--- config.mk ---
export PLATFORM = sky130hd
export DESIGN_NAME = sscp_sqrt_cell
export DESIGN_NICKNAME = d
export VERILOG_FILES = /design/src/rtl/sscp_pkg.sv /design/src/rtl/sscp_sqrt_cell.sv
export SDC_FILE = /design/constraint.sdc
export NUM_CORES = 1
export LEC_CHECK = 0
export CORE_UTILIZATION = 45
export CTS_BUF_LIST = sky130_fd_sc_hd__clkbuf_16
export CTS_CLUSTER_DIAMETER = 80
export DETAILED_ROUTE_END_ITERATION = 6
export DONT_BUFFER_PORTS = 1
export GPL_TIMING_DRIVEN = 0
export MAX_ROUTING_LAYER = met4
export PLACE_DENSITY = 0.73
export REMOVE_ABC_BUFFERS = 1
export SYNTH_ARGS = -nofsm -noshare
export SYNTH_HDL_FRONTEND = slang
export SYNTH_SLANG_ARGS = --single-unit
--- constraint.sdc ---
create_clock -name clk -period 3.1 [get_ports clk]
set_input_delay 0.155 -clock clk [delete_from_list [all_inputs] [get_ports clk]]
set_output_delay 0.155 -clock clk [all_outputs]
set_load 0.005 [all_outputs]
--- src/rtl/sscp_pkg.sv ---
// ----------------------------------------------------------------------------
// sscp_pkg: shared constants and types for the segment closest-point block
// Field widths, fixed-point constants and the per-lane quotient flags.
// ----------------------------------------------------------------------------
package sscp_pkg;

	localparam int SSCP_COORD_BITS = 12;
	localparam int SSCP_FRAC_BITS  = 8;

	localparam int THR_W     = 52;
	localparam int PT_W      = 20;
	localparam int PARAM_W   = 17;
	localparam int SEP_W     = 21;
	localparam int DIV_STEPS = 17;

	localparam logic [PARAM_W-1:0] ONE_Q16    = PARAM_W'(65536);
	localparam logic [SEP_W-1:0]   SEP_MAX    = SEP_W'(2097151);
	localparam logic [THR_W-1:0]   THR_RESET  = THR_W'(1);

	// Early-out flags of one division lane.
	typedef struct packed {
		logic zero;
		logic one;
	} dflag_t;

endpackage

--- src/rtl/sscp_sqrt_cell.sv ---
// ----------------------------------------------------------------------------
// sscp_sqrt_cell: one step of the digit-by-digit integer square root
// Each cell owns one fixed trial bit and refines the remainder and root.
// ----------------------------------------------------------------------------
module sscp_sqrt_cell
	import sscp_pkg::*;
#(
	parameter int SW      = 46,
	parameter int BIT_POS = 0,
	parameter int SIDE_W  = 8
) (
	input  logic              clk,
	input  logic              arst_n,
	input  logic              in_valid,
	output logic              in_ready,
	input  logic [SW-1:0]     num_in,
	input  logic [SW-1:0]     root_in,
	input  logic [SIDE_W-1:0] side_in,
	output logic              out_valid,
	input  logic              out_ready,
	output logic [SW-1:0]     num_out,
	output logic [SW-1:0]     root_out,
	output logic [SIDE_W-1:0] side_out
);

	localparam logic [SW-1:0] BIT_V = SW'(1) << BIT_POS;

	logic              valid_q;
	logic [SW-1:0]     num_q, root_q;
	logic [SIDE_W-1:0] side_q;
	logic [SW-1:0]     trial;
	logic              fits;

	assign in_ready = !valid_q || out_ready;
	assign trial    = root_in + BIT_V;
	assign fits     = num_in >= trial;

	always_ff @(posedge clk or negedge arst_n) begin
		if (!arst_n) begin
			valid_q <= 1'b0;
		end else if (in_ready) begin
			valid_q <= in_valid;
		end
	end

	always_ff @(posedge clk) begin
		if (in_ready && in_valid) begin
			num_q  <= fits ? (num_in - trial) : num_in;
			root_q <= fits ? ((root_in >> 1) + BIT_V) : (root_in >> 1);
			side_q <= side_in;
		end
	end

	assign out_valid = valid_q;
	assign num_out   = num_q;
	assign root_out  = root_q;
	assign side_out  = side_q;

endmodule
Word level (Yosys, flattened, before mapping). Index checks and enable logic that the tools add are counted.

$add $sub $neg: 3. Magnitude comparators: 1. Mux-type cells: 2. Reductions and logical operators: 3.

Operators with widths (number): $add 45x1->46 const B (1); $add 46x1->46 const B (1); $ge 46x46->1 (1); $mux 46 (1); $sub 46x46->46 (1); $mux 45 (1); $logic_and 1x1->1 (1); $logic_not 1->1 (1); $logic_or 1x1->1 (1).

Flip-flop bits (word level): 101. Bits of input ports: 104. Output and inout bits: 102. Word-level logic and storage cells: 14.

Logic depth before layout (Yosys ltp).
Depth after elaboration: 3. Mapped depth: 22. Gate-level depth less buffers: 17.

Least setup slack after synthesis. No wires, ideal clock.

Kind: input to register. Start point: in root_in[3]. End point: reg num_q[33], in the netlist num_out[33], data pin. Library setup time: 0.260 ns. Arrival time: 3.910 ns. Data required time: 2.840 ns. Path slack: -1.070 ns. Stages on the path: 20. Path buffers: 4. Cells stage by stage: buf_2 > and3_1 > and3_1 > nand4_1 > nor3_1 > nand2_1 > nor2_1 > nand2_1 > xor2_1 > ha_1 > clkbuf_1 > nand2_1 > or4_4 > nor4_2 > a31oi_1 > o211ai_2 > or2_1 > buf_4 > buf_6 > mux2_2.

Longest elaborated chain between the ends: 3. Elaborated cells on any way between the ends: 4. Those cells by class: add/sub (2); order compare (1); mux (1).

Ends and longest elaborated chain: start, declared (RTL line sscp_sqrt_cell.sv:17) `input logic [SW-1:0] root_in,`; $add 46x1->46 (*) (RTL line sscp_sqrt_cell.sv:35) `assign trial = root_in + BIT_V;`; $sub 46x46->46 / $ge 46x46->1 (equally long branches) (RTL line sscp_sqrt_cell.sv:48, sscp_sqrt_cell.sv:36); $mux 46 (*) (RTL line sscp_sqrt_cell.sv:48) `num_q <= fits ? (num_in - trial) : num_in;`; end signal, assigned (RTL line sscp_sqrt_cell.sv:48); end, declared (RTL line sscp_sqrt_cell.sv:29) `logic [SW-1:0] num_q, root_q;`.

Mark *: on every way between the ends. The rest lies on a longest branch, timed or not. A chain may end at the register's enable or synchronous reset.

Final worst setup path.
Start point: in root_in[16]. End point: reg root_q[15], in the netlist root_out[15], data pin.

Longest elaborated chain between the ends: 3. Elaborated cells on any way between the ends: 4. Those cells by class: add/sub (2); order compare (1); mux (1).

Ends and longest elaborated chain: $add 46x1->46 (RTL line sscp_sqrt_cell.sv:35); $ge 46x46->1 (RTL line sscp_sqrt_cell.sv:36) `assign fits = num_in >= trial;`; $mux 45 (*) (RTL line sscp_sqrt_cell.sv:49) `root_q <= fits ? ((root_in >> 1) + BIT_V) : (root_in >> 1);`; end signal, assigned (RTL line sscp_sqrt_cell.sv:49); end, declared (RTL line sscp_sqrt_cell.sv:29).

Marks and branches as above.

==> impl_metrics.env <==
export IMPL_critPathCaptureType="flip-flop"
export IMPL_synthMuxAreaShare_pct=0.3956
export IMPL_reg2reg_slack_ns=1.31
export IMPL_worstPathArrival_ns=3.93
export IMPL_dp_hpwl_um=19480
export IMPL_routed_wl_um=33790
export IMPL_cts_buffer_depth=2
export IMPL_drive_gt1_share_pct=34.18
export IMPL_reg2reg_to="root_out[12]$_DFFE_PP_"
export IMPL_cts_tree="built"
export IMPL_status="finished, violations left"
export IMPL_coreArea_sq_um=17960
export IMPL_synth_seq_area_share_pct=36.82
export IMPL_fin_tns_setup_ns=-54.90
export IMPL_reg2reg_from="out_valid$_DFFE_PN0N_"
export IMPL_vias_per_cell=6.735
export IMPL_max_vdd_ir_drop_mv=0.3019
export IMPL_reg2reg_depth=3
export IMPL_crit_chain="and2_4 > buf_4 > nand3_1 > nor2_2 > nand4_1 > nor2_4 > nand2_4 > xor2_4 > ha_4 > nand2_4 > or4_4 > nor4_2 > a31oi_1 > o211ai_4 > buf_6 > buf_6 > nor2_4 > or3_4 > xnor2_2"
export IMPL_maxSlewViolCount=0
export IMPL_synth_top_flop_cell="edfxtp_1"
export IMPL_finalHoldViolations=6
export IMPL_grt_pass1_wl_um=46150
export IMPL_synth_compound_area_share_pct=16.28
export IMPL_crit_slowest_cell="or4_4"
export IMPL_setup_violations=92
export IMPL_antenna_found_initial=0
export IMPL_fin_crit_sh_pct=122.8
export IMPL_start_util_pct=45.78
export IMPL_syn_inst=921
export IMPL_cts_num_sinks=101
export IMPL_skew_ns=0.005980
export IMPL_finalCriticalPeriod_ns=3.805
export IMPL_gp_congestion=0.9444
export IMPL_die_y_um=137.2
export IMPL_synth_avg_cell_area_sq_um=8.928
export IMPL_firstDrtPassIters=7
export IMPL_synth_area_sq_um=8223
export IMPL_synthToLayoutAreaGrowth_pct=44.89
export IMPL_synth_top_area_share_pct=36.52
export IMPL_synth_xor_area_share_pct=12.89
export IMPL_cts_max_level=3
export IMPL_violations="design-rule violations, negative hold slack, negative setup slack"
export IMPL_synth_adder_area_share_pct=7.547
export IMPL_wire_per_inst_um=26.11
export IMPL_async_flop_share_pct=0.9901
export IMPL_final_area_sq_um=11910
export IMPL_hold_ws_ns=-0.008907
export IMPL_hp_start="root_in[29]"
export IMPL_portBuffers=0
export IMPL_std_cell_rows=49
export IMPL_max_clock_freq_mhz=262.8
export IMPL_worst_setup_path_type="input pin to flip-flop"
export IMPL_yosys_area_top_type="edfxtp_1"
export IMPL_slowest_delay_ns=0.54
export IMPL_worst_pin_slew_ns=0.9510
export IMPL_vias=8715
export IMPL_clockRootBuffer="clkbuf_16"
export IMPL_yosys_area_share_simple_pct=22.69
export IMPL_crit_fanout=4
export IMPL_final_common_cell="edfxtp_1"
export IMPL_critPathCapture="root_out[15]$_DFFE_PP_"
export IMPL_synth_top_family_by_area="simple AND/OR/NAND/NOR gates"
export IMPL_drc=29
export IMPL_pre_cts_ws_ns=-2.147
export IMPL_chipWidth_um=137.2
export IMPL_drtAntennaViolNets=0
export IMPL_ys_top_cells_by_area="edfxtp_1 (37%), xnor2_1 (7.9%), ha_1 (7.3%)"
export IMPL_path_clk_slew_ns=0.07
export IMPL_grt_setup_unrepaired="yes"
export IMPL_nNetsFinal=1213
export IMPL_diodes=0
export IMPL_clkLatencyLatePin_ns=0.37
export IMPL_postPlaceCellArea_sq_um=8359
export IMPL_power_density_nw_per_um2=379.6
export IMPL_grt_total_usage_pct=34.01
export IMPL_grt_max_degree=64
export IMPL_ys_ff_latch=101
export IMPL_io_pins=206
export IMPL_final_core_util_pct=66.32
export IMPL_mostFrequentLayoutCells="edfxtp_1 (100), nor2_1 (71), buf_4 (70)"
export IMPL_relSlewSlack_pct=36.11
export IMPL_drtIter0Drc=1231
export IMPL_ys_warn_count=0
export IMPL_power_leakage_nw=4.408
export IMPL_crit_path_start="root_in[16]"
export IMPL_fin_ws_ns=-0.7053
export IMPL_synth_cell_types=70
export IMPL_cp_required_ns=3.22
export IMPL_maxCapViolations=0
export IMPL_globalRouteOverflowTotal=0
export IMPL_grt_pass1_vias=8169
export IMPL_crit_path_start_kind="input pin"
export IMPL_cts_buffers=9
export IMPL_fp_dieArea_sq_um=18820
export IMPL_synth_edff_count=100
export IMPL_min_path_type="input pin to flip-flop"
==> synth_stat cells, drive strengths merged, types with 11 or more instances <==
cell type,count
nor2,102
edfxtp,100
nand2,91
a21oi,80
xnor2,74
ha,48
xor2,47
nand3,40
o21ai,38
nand4,36
and3,22
clkbuf,22
nor3,22
buf,21
a21o,18
inv,18
nor4,12
and2,11
==> cell type report <==
class | instances | area (sq um)
repair buffers | 162 | 1718
fillers | 1247 | 6050
clock buffers | 9 | 225.2
clock inverters | 7 | 72.57
flip-flops and latches | 101 | 3028
inverters | 18 | 67.56
well taps | 229 | 286.5
multi-input cells | 768 | 6516
==> worst min-delay path by stage <==
stage                     cells after the start                     end
after detailed placement                      0   out_valid$_DFFE_PN0N_
after floorplan                               0   out_valid$_DFFE_PN0N_
after global placement                        0   out_valid$_DFFE_PN0N_
after global routing                          1  root_out[28]$_DFFE_PP_
final                                         1  root_out[28]$_DFFE_PP_
after CTS                                     1  root_out[10]$_DFFE_PP_
==> repair_timing <==
action	CTS	global route
hold buffers	43	6
cloned	13	2
pin swaps	90	60
setup endpoints to repair	92	92
hold endpoints to repair	42	6
resized for setup	239	117
setup buffers	94	16
==> power breakdown <==
group	switching (mW)	internal (mW)	total, mW
clock network	0.552	0.629	1.18
registers	0.0543	1.65	1.70
logic	0.904	0.734	1.64
total	1.51	3.01	4.52
==> metrics by stage <==
step	cells	power, mW
final	1294	4.523
after global routing	1294	4.665
after detailed placement	1109	2.688
after CTS	1275	4.293
after floorplan	878	2.449
after global placement	1107	2.682
==> kinds of logic after synthesis <==
kind of cell / Yosys count
simple gates: 377
compound gates: 209
xor+xnor: 121
flops: 101
buf+inv: 61
fa+ha+maj: 49
mux: 3
==> state kept, by name (all words and copies together) (netlist names) <==
signal     cells
num_out       46
root_out      46
out_valid      1
side_out       8
==> worst max-delay path, delay by kind of cell <==
| family | cells | cell delay (ns) |
|---|---|---|
| and+or+nand+nor | 11 | 2.42 |
| buffers and inverters | 3 | 0.41 |
| AOI/OAI and AO/OA | 2 | 0.29 |
| xor gates and xnor gates | 2 | 0.34 |
| adders and majority gates | 1 | 0.31 |
==> per-layer routing <==
metal | GRT usage (%) | wire length, um | vias to the layer above
met3 | 7.726 | 4268 | 222
li1 | - | - | 3672
met1 | 43.24 | 12670 | 4108
met2 | 51.43 | 14710 | 713
met5 | - | 0 | -
met4 | 15.51 | 2144 | 0
(Power assumes the default switching activity.)
