File: src/rtl/sscp_pkg.sv
// ----------------------------------------------------------------------------
// sscp_pkg: shared constants and types for the segment closest-point block
// Field widths, fixed-point constants and the per-lane quotient flags.
// ----------------------------------------------------------------------------
package sscp_pkg;

	localparam int SSCP_COORD_BITS = 12;
	localparam int SSCP_FRAC_BITS  = 8;

	localparam int THR_W     = 52;
	localparam int PT_W      = 20;
	localparam int PARAM_W   = 17;
	localparam int SEP_W     = 21;
	localparam int DIV_STEPS = 17;

	localparam logic [PARAM_W-1:0] ONE_Q16    = PARAM_W'(65536);
	localparam logic [SEP_W-1:0]   SEP_MAX    = SEP_W'(2097151);
	localparam logic [THR_W-1:0]   THR_RESET  = THR_W'(1);

	// Early-out flags of one division lane.
	typedef struct packed {
		logic zero;
		logic one;
	} dflag_t;

endpackage

File: src/rtl/sscp_div_cell.sv
// ----------------------------------------------------------------------------
// sscp_div_cell: one restoring division step for two lanes
// Shifts the remainder, subtracts the divisor when it fits and appends one
// quotient bit, then hands everything to the next cell.
// ----------------------------------------------------------------------------
module sscp_div_cell
	import sscp_pkg::*;
#(
	parameter int NW     = 55,
	parameter int QW     = DIV_STEPS,
	parameter int SIDE_W = 8
) (
	input  logic              clk,
	input  logic              arst_n,
	input  logic              in_valid,
	output logic              in_ready,
	input  logic [NW-1:0]     rem_a_in,
	input  logic [NW-1:0]     dvs_a_in,
	input  logic [QW-1:0]     quo_a_in,
	input  logic [NW-1:0]     rem_b_in,
	input  logic [NW-1:0]     dvs_b_in,
	input  logic [QW-1:0]     quo_b_in,
	input  logic [SIDE_W-1:0] side_in,
	output logic              out_valid,
	input  logic              out_ready,
	output logic [NW-1:0]     rem_a_out,
	output logic [NW-1:0]     dvs_a_out,
	output logic [QW-1:0]     quo_a_out,
	output logic [NW-1:0]     rem_b_out,
	output logic [NW-1:0]     dvs_b_out,
	output logic [QW-1:0]     quo_b_out,
	output logic [SIDE_W-1:0] side_out
);

	logic              valid_q;
	logic [NW-1:0]     rem_a_q, dvs_a_q, rem_b_q, dvs_b_q;
	logic [QW-1:0]     quo_a_q, quo_b_q;
	logic [SIDE_W-1:0] side_q;
	logic [NW:0]       sh_a, sh_b;
	logic              ge_a, ge_b;
	logic [NW:0]       dif_a, dif_b;

	assign in_ready = !valid_q || out_ready;

	assign sh_a  = {rem_a_in, 1'b0};
	assign sh_b  = {rem_b_in, 1'b0};
	assign ge_a  = sh_a >= {1'b0, dvs_a_in};
	assign ge_b  = sh_b >= {1'b0, dvs_b_in};
	assign dif_a = ge_a ? (sh_a - {1'b0, dvs_a_in}) : sh_a;
	assign dif_b = ge_b ? (sh_b - {1'b0, dvs_b_in}) : sh_b;

	always_ff @(posedge clk or negedge arst_n) begin
		if (!arst_n) begin
			valid_q <= 1'b0;
		end else if (in_ready) begin
			valid_q <= in_valid;
		end
	end

	always_ff @(posedge clk) begin
		if (in_ready && in_valid) begin
			rem_a_q <= dif_a[NW-1:0];
			rem_b_q <= dif_b[NW-1:0];
			dvs_a_q <= dvs_a_in;
			dvs_b_q <= dvs_b_in;
			quo_a_q <= {quo_a_in[QW-2:0], ge_a};
			quo_b_q <= {quo_b_in[QW-2:0], ge_b};
			side_q  <= side_in;
		end
	end

	assign out_valid = valid_q;
	assign rem_a_out = rem_a_q;
	assign dvs_a_out = dvs_a_q;
	assign quo_a_out = quo_a_q;
	assign rem_b_out = rem_b_q;
	assign dvs_b_out = dvs_b_q;
	assign quo_b_out = quo_b_q;
	assign side_out  = side_q;

endmodule

File: config.mk
export PLATFORM = sky130hd
export DESIGN_NAME = sscp_div_cell
export DESIGN_NICKNAME = d
export VERILOG_FILES = /design/src/rtl/sscp_pkg.sv /design/src/rtl/sscp_div_cell.sv
export SDC_FILE = /design/constraint.sdc
export NUM_CORES = 1
export LEC_CHECK = 0
export BUFFER_PORTS_ARGS = -buffer_cell sky130_fd_sc_hd__buf_2
export CAP_MARGIN = 30
export CELL_PAD_IN_SITES_DETAIL_PLACEMENT = 1
export CELL_PAD_IN_SITES_GLOBAL_PLACEMENT = 2
export CORE_MARGIN = 10
export CORE_UTILIZATION = 34
export DETAILED_ROUTE_END_ITERATION = 7
export GPL_TIMING_DRIVEN = 1
export PLACE_DENSITY_LB_ADDON = 0.1
export SYNTH_ARGS = -nofsm -noshare
export SYNTH_HDL_FRONTEND = slang
export SYNTH_SLANG_ARGS = --single-unit
File: constraint.sdc
create_clock -name clk -period 11.66 [get_ports clk]
set_clock_uncertainty 0.15 [all_clocks]
set_input_delay 0.583 -clock clk [delete_from_list [all_inputs] [get_ports clk]]
set_output_delay 0.583 -clock clk [all_outputs]
set_load 0.01 [all_outputs]
# After elaboration in Yosys (flattened, before gate mapping)
# Index checks and enable logic that the tools add are counted.
# totals
register_bits	263
latchBits	0
ramBits	0
romBits	0
in_bits	266
out_inout_bits	264
wordCells	19
n_memories	0
# op_classes
n_addsub	2
n_mul	0
div_mod_pow	0
magnitude_cmp	2
n_eq_ne	0
n_shift	0
muxes	2
bitwise	0
reduce_logical	3
# op_table
op	n
>= comparator 56 x 55 -> 1 bit	2
two-way mux 55 bit	2
subtractor 55 bit	2
logical AND 1 bit	1
zero test 1 bit	1
logical OR 1 bit	1

# Logic depth before layout (Yosys ltp)
# depth
ltp_word	3
ltp_mapped	14
ltp_nobuf	11

# Worst setup path before layout
# No wires, ideal clock.
# synth_path
path_kind	input to register
from	input port out_ready
to	register dvs_a_q[0] (netlist: dvs_a_out[0]) (enable)
setup_time_ns	0.657
t_arrival_ns	6.757
required_ns	10.853
setup_slack_ns	4.096
cell_stages	2
n_path_buf	0
path_cell_list	nand2b_1 and2_1
# synth_between
elab_chain_len	2
# synth_rtl
item	line	source
start: declaration	sscp_div_cell.sv:25	input logic out_ready,
logical OR 1 bit	sscp_div_cell.sv:43	assign in_ready = !valid_q || out_ready;
logical AND 1 bit	sscp_div_cell.sv:61	if (in_ready && in_valid) begin
end signal: assignment	sscp_div_cell.sv:64	dvs_a_q <= dvs_a_in;
end: declaration	sscp_div_cell.sv:36	logic [NW-1:0] rem_a_q, dvs_a_q, rem_b_q, dvs_b_q;
# Every way passes these cells.
# A chain may end at the register's enable or synchronous reset.

# Final worst setup path
# layout_path
from	input port dvs_b_in[0]
to	register rem_b_q[31] (netlist: rem_b_out[31]), data pin
# layout_between
elab_chain_len	2
word_cells_on_any_way	3
classes_between	add/sub: 1; order compare: 1; mux: 1
# layout_rtl
item	line	source
start: declaration	sscp_div_cell.sv:21	input logic [NW-1:0] dvs_b_in,
>= comparator 56 x 55 -> 1 bit	sscp_div_cell.sv:48	assign ge_b = sh_b >= {1'b0, dvs_b_in};
via ge_b	sscp_div_cell.sv:40	logic ge_a, ge_b;
two-way mux 55 bit	sscp_div_cell.sv:50	assign dif_b = ge_b ? (sh_b - {1'b0, dvs_b_in}) : sh_b;
via dif_b[31]	sscp_div_cell.sv:41	logic [NW:0] dif_a, dif_b;
end signal: assignment	sscp_div_cell.sv:63	rem_b_q <= dif_b[NW-1:0];
end: declaration	sscp_div_cell.sv:36	
# The timed path passes the listed nets, and every way through them passes these cells.

==> metrics list <==
- Fin Setup TNS: 0 ps
- The initial utilization of the core area, before any placement, comes to 0.3441.
* Largest net degree at the start of global routing: slightly above 80
- Dividing the final minimum period by the clock period gives 0.3803.
- STA puts the critical path data required time at 11850 ps.
- Across every metal layer, demand over resource in global routing totals 0.2026.
* GR Overflow Total: 0
* Setup repair after global routing missed its margin: no
* Detailed Routing Iterations Pass 1: 5
* Filler Cell Count: ~5500
- H-tree levels: 1
- Die Y-Extent: 239.8 um
- Total CTS buffers: 30
- Net Count, Synth: 1955
* Vias in the first global route: 15036
- After detailed routing, the number of remaining DRC violations is 0.
- Worst VDD drop: ~0.11 mV
- Area of the core: 0.04775 mm2
- The area growth from synthesis to layout is 25.88%.
- The die is 239.8 um wide.
- Setup violations remaining at the end of the flow were counted as 0.
* Wire length per cell after detailed routing: 22.15 um
- The longest clock path from root to sink contains 3 buffers.
- The first global-routing pass estimated 90830 um of wire.
* Number of antenna violations at the first check in global routing: 16
- The worst setup path is launched from an input port.
* Most area-consuming cells after synthesis: edfxtp_1 (48%), ha_1 (8.4%), a21oi_1 (4.6%)
- Synth cell types: 83
- Dividing total power by cell area gives a power density of 135.0 mW/mm2.
- Layout cells sized above 1: 0.3054
- The run finished with clean final reports.
* Buffer type at the clock tree root: clkbuf_16
* ANT nets after route: 0
- Leaving out fill and tap cells, the most frequent cells in the layout are buf_2 (527), edfxtp_1 (262), a21oi_1 (151), inv_1 (147), nand2_1 (134).
* Critical Path Start: dvs_b_in[0]
- Clk slew on worst S/H paths: 60 ps
- Of the synthesized area, sequential elements account for 0.4804.
* Clock sink count: 263
- Post-synth top area share: 0.4788
* Layout net count: 2485
- Least setup slack across all paths after layout: 7226 ps
- The final hold violation count is 0.
- Setup crit end kind: flip-flop
- At the end of routability-driven placement, the weighted congestion stood at approximately 0.83.
* Slew @ Worst Pin: 940.9 ps
* Top-level I/O count: 530
- Max Clock Freq: 0.2255 GHz
- Counting flops with an async set or reset pin after synthesis yields a share of 0.003802.
- Worst Hold Class: input port to flip-flop
- Tot Pwr: 0.002792 W
- Vias: 14055
* Placement Cell Area: 0.01957 mm2
* Headroom to the max-slew limit: 0.3728
- The startpoint identified for the worst hold timing path is dvs_a_in[46].
- Crit-path max FO: 62
- The setup path with the least slack is of type input port to flip-flop.
- Max stage delay on crit path: 580 ps
* Cell accounting for the most synthesized area: edfxtp_1
* Combined buffer and inverter count along the critical path: 5
* Final min period: between 4000 and 5000 ps
- The synthesized netlist occupies a cell area of 0.01643 mm2.
- The average instance in the mapped netlist occupies about 10 um2.
- Once layout is complete, the utilization of the core stands at 0.4332.
* Yosys reg bits: 263
- The floorplan step defined a die boundary enclosing around 0.058 mm2.
* Insertion delay of the later-clocked pin in the worst-skew pair: 570 ps
- Final routed wirelength across all metal layers: 60830 um
- Max-slew violation count: 0
- Summed over all cells, the static leakage comes to 9.144 nW.
* Pre-CTS setup slack: around 6600 ps
- Using the TritonRoute via totals, the vias-per-cell ratio works out to 5.118.
- The library cell used most frequently in the layout, excluding fill and tap cells, is buf_2.
- Number of rows created at floorplan: 80
- CTS tree: yes
* Cell at the slowest stage of the critical path: a211oi_1
- Final design area excluding fillers: between 0.02 and 0.025 mm2
* Number of enable-type register cells in the synthesized netlist: 262
- Traced cell by cell, the critical path runs through buf_2 > inv_1 > fa_1 > a211oi_1 > o21ai_1 > nand2_1 > o31ai_2 > a31oi_1 > o2111ai_2 > a21oi_4 > buf_16 > buf_4 > inv_2 > mux2_4.
- PortBufs: 527
* Starting DRT DRC Count: 692
- Cell count after synthesis: 1577
- The Yosys step of the flow raised 0 warnings.
- Detailed placement finished with a half-perimeter wire length of 50130 um.
* Data arrival time at the worst-slack endpoint: 4620 ps
- Kind of cell with the highest combined delay on the critical path: compound AO/OA/AOI/OAI gates
- Count of max-cap constraint violations: 0
* Launch point of the worst reg-to-reg path: out_valid
- For this run, the leading register cell type out of synthesis is edfxtp_1.
==> per-stage QoR <==
stage          std cells  hold WS, ps
2_1_floorplan       1577        137.4
3_3_place_gp        2669        207.9
3_5_place_dp        2670        209.5
4_1_cts             2739       0.4827
5_1_grt             2743        4.157
6_report            2746        31.46
==> synthesized netlist by cell type (20+ instances only) <==
master and count:
nand4_1 36, o21bai_1 32, a21oi_1 151, nand3_1 25
xor2_1 34, ha_1 110, buf_2 20, nor2_1 91
nand2_1 134, nor3_1 21, edfxtp_1 262, inv_1 147
o21ai_0 103, a21o_1 53, xnor2_1 69, a21oi_2 21
==> what timing repair did <==
action	CTS	global route
gates resized for setup	0	0
hold endpoints to repair	19	0
hold buffers	19	0
buffers inserted	0	0
==> routing by layer <==
layer / vias up / global-route usage / part of all wire
li1: 6856 / - / -
met1: 6799 / 0.2354 / 0.40
met2: 316 / 0.3665 / 0.51
met3: 66 / 0.04965 / 0.065
met4: 18 / 0.04755 / 0.019
met5: - / 0 / 0.0019
==> registers in the layout, indices dropped and copies added, names as in the netlist <==
| signal | flops |
|---|---|
| quo_a_out | 17 |
| side_out | 8 |
| quo_b_out | 17 |
| dvs_a_out | 55 |
| rem_b_out | 55 |
| dvs_b_out | 55 |
| out_valid | 1 |
| rem_a_out | 55 |
==> worst reg2reg max path, cell delays in order, from the launching register on <==
cell and delay (ps):
dfrtp_1 380, nand2b_1 130, and2_4 680, buf_4 830
buf_4 800
==> cell type report <==
type,count,area [um2],share of cell area
clock buffers,35,769.5,0.03720
diodes,6,15.01,0.0007259
repair buffers,553,2920,0.1412
clock inverters,15,112.6,0.005444
flip-flops and latches,263,7893,0.3816
inverters,148,555.5,0.02686
multi-input cells,1111,7649,0.3698
well taps,615,769.5,0.03720
==> logic make-up (layout without fill, tap and decap cells) <==
family | count (synthesis) | count (layout) | synth area share
other cells | 0 | 6 | 0
buf+inv | 203 | 751 | 0.05475
fa+ha+maj | 112 | 112 | 0.08620
xor+xnor | 103 | 103 | 0.05490
compound gates | 493 | 493 | 0.1958
flops | 263 | 263 | 0.4804
mux | 20 | 20 | 0.01759
simple gates | 383 | 383 | 0.1104
==> final timing paths <==
check | end | slack (ps) | cells after the start
setup reg to reg | rem_b_out[44] | 8270 | 4
hold / removal | dvs_a_out[46] | 30 | 1
max in group asynchronous | out_valid | 11090 | 2
setup / recovery | rem_b_out[31] | 7230 | 14
min in group asynchronous | out_valid | 180 | 2
hold reg to reg | out_valid | 430 | 2
==> report_power, final <==
part / switching, W / internal [W]
logic: 0.000450 / 0.000299
registers: 0.0000183 / 0.00115
clock network: 0.000391 / 0.000488
total: 0.000859 / 0.00193
No activity file was read; power rests on OpenSTA's default activity.
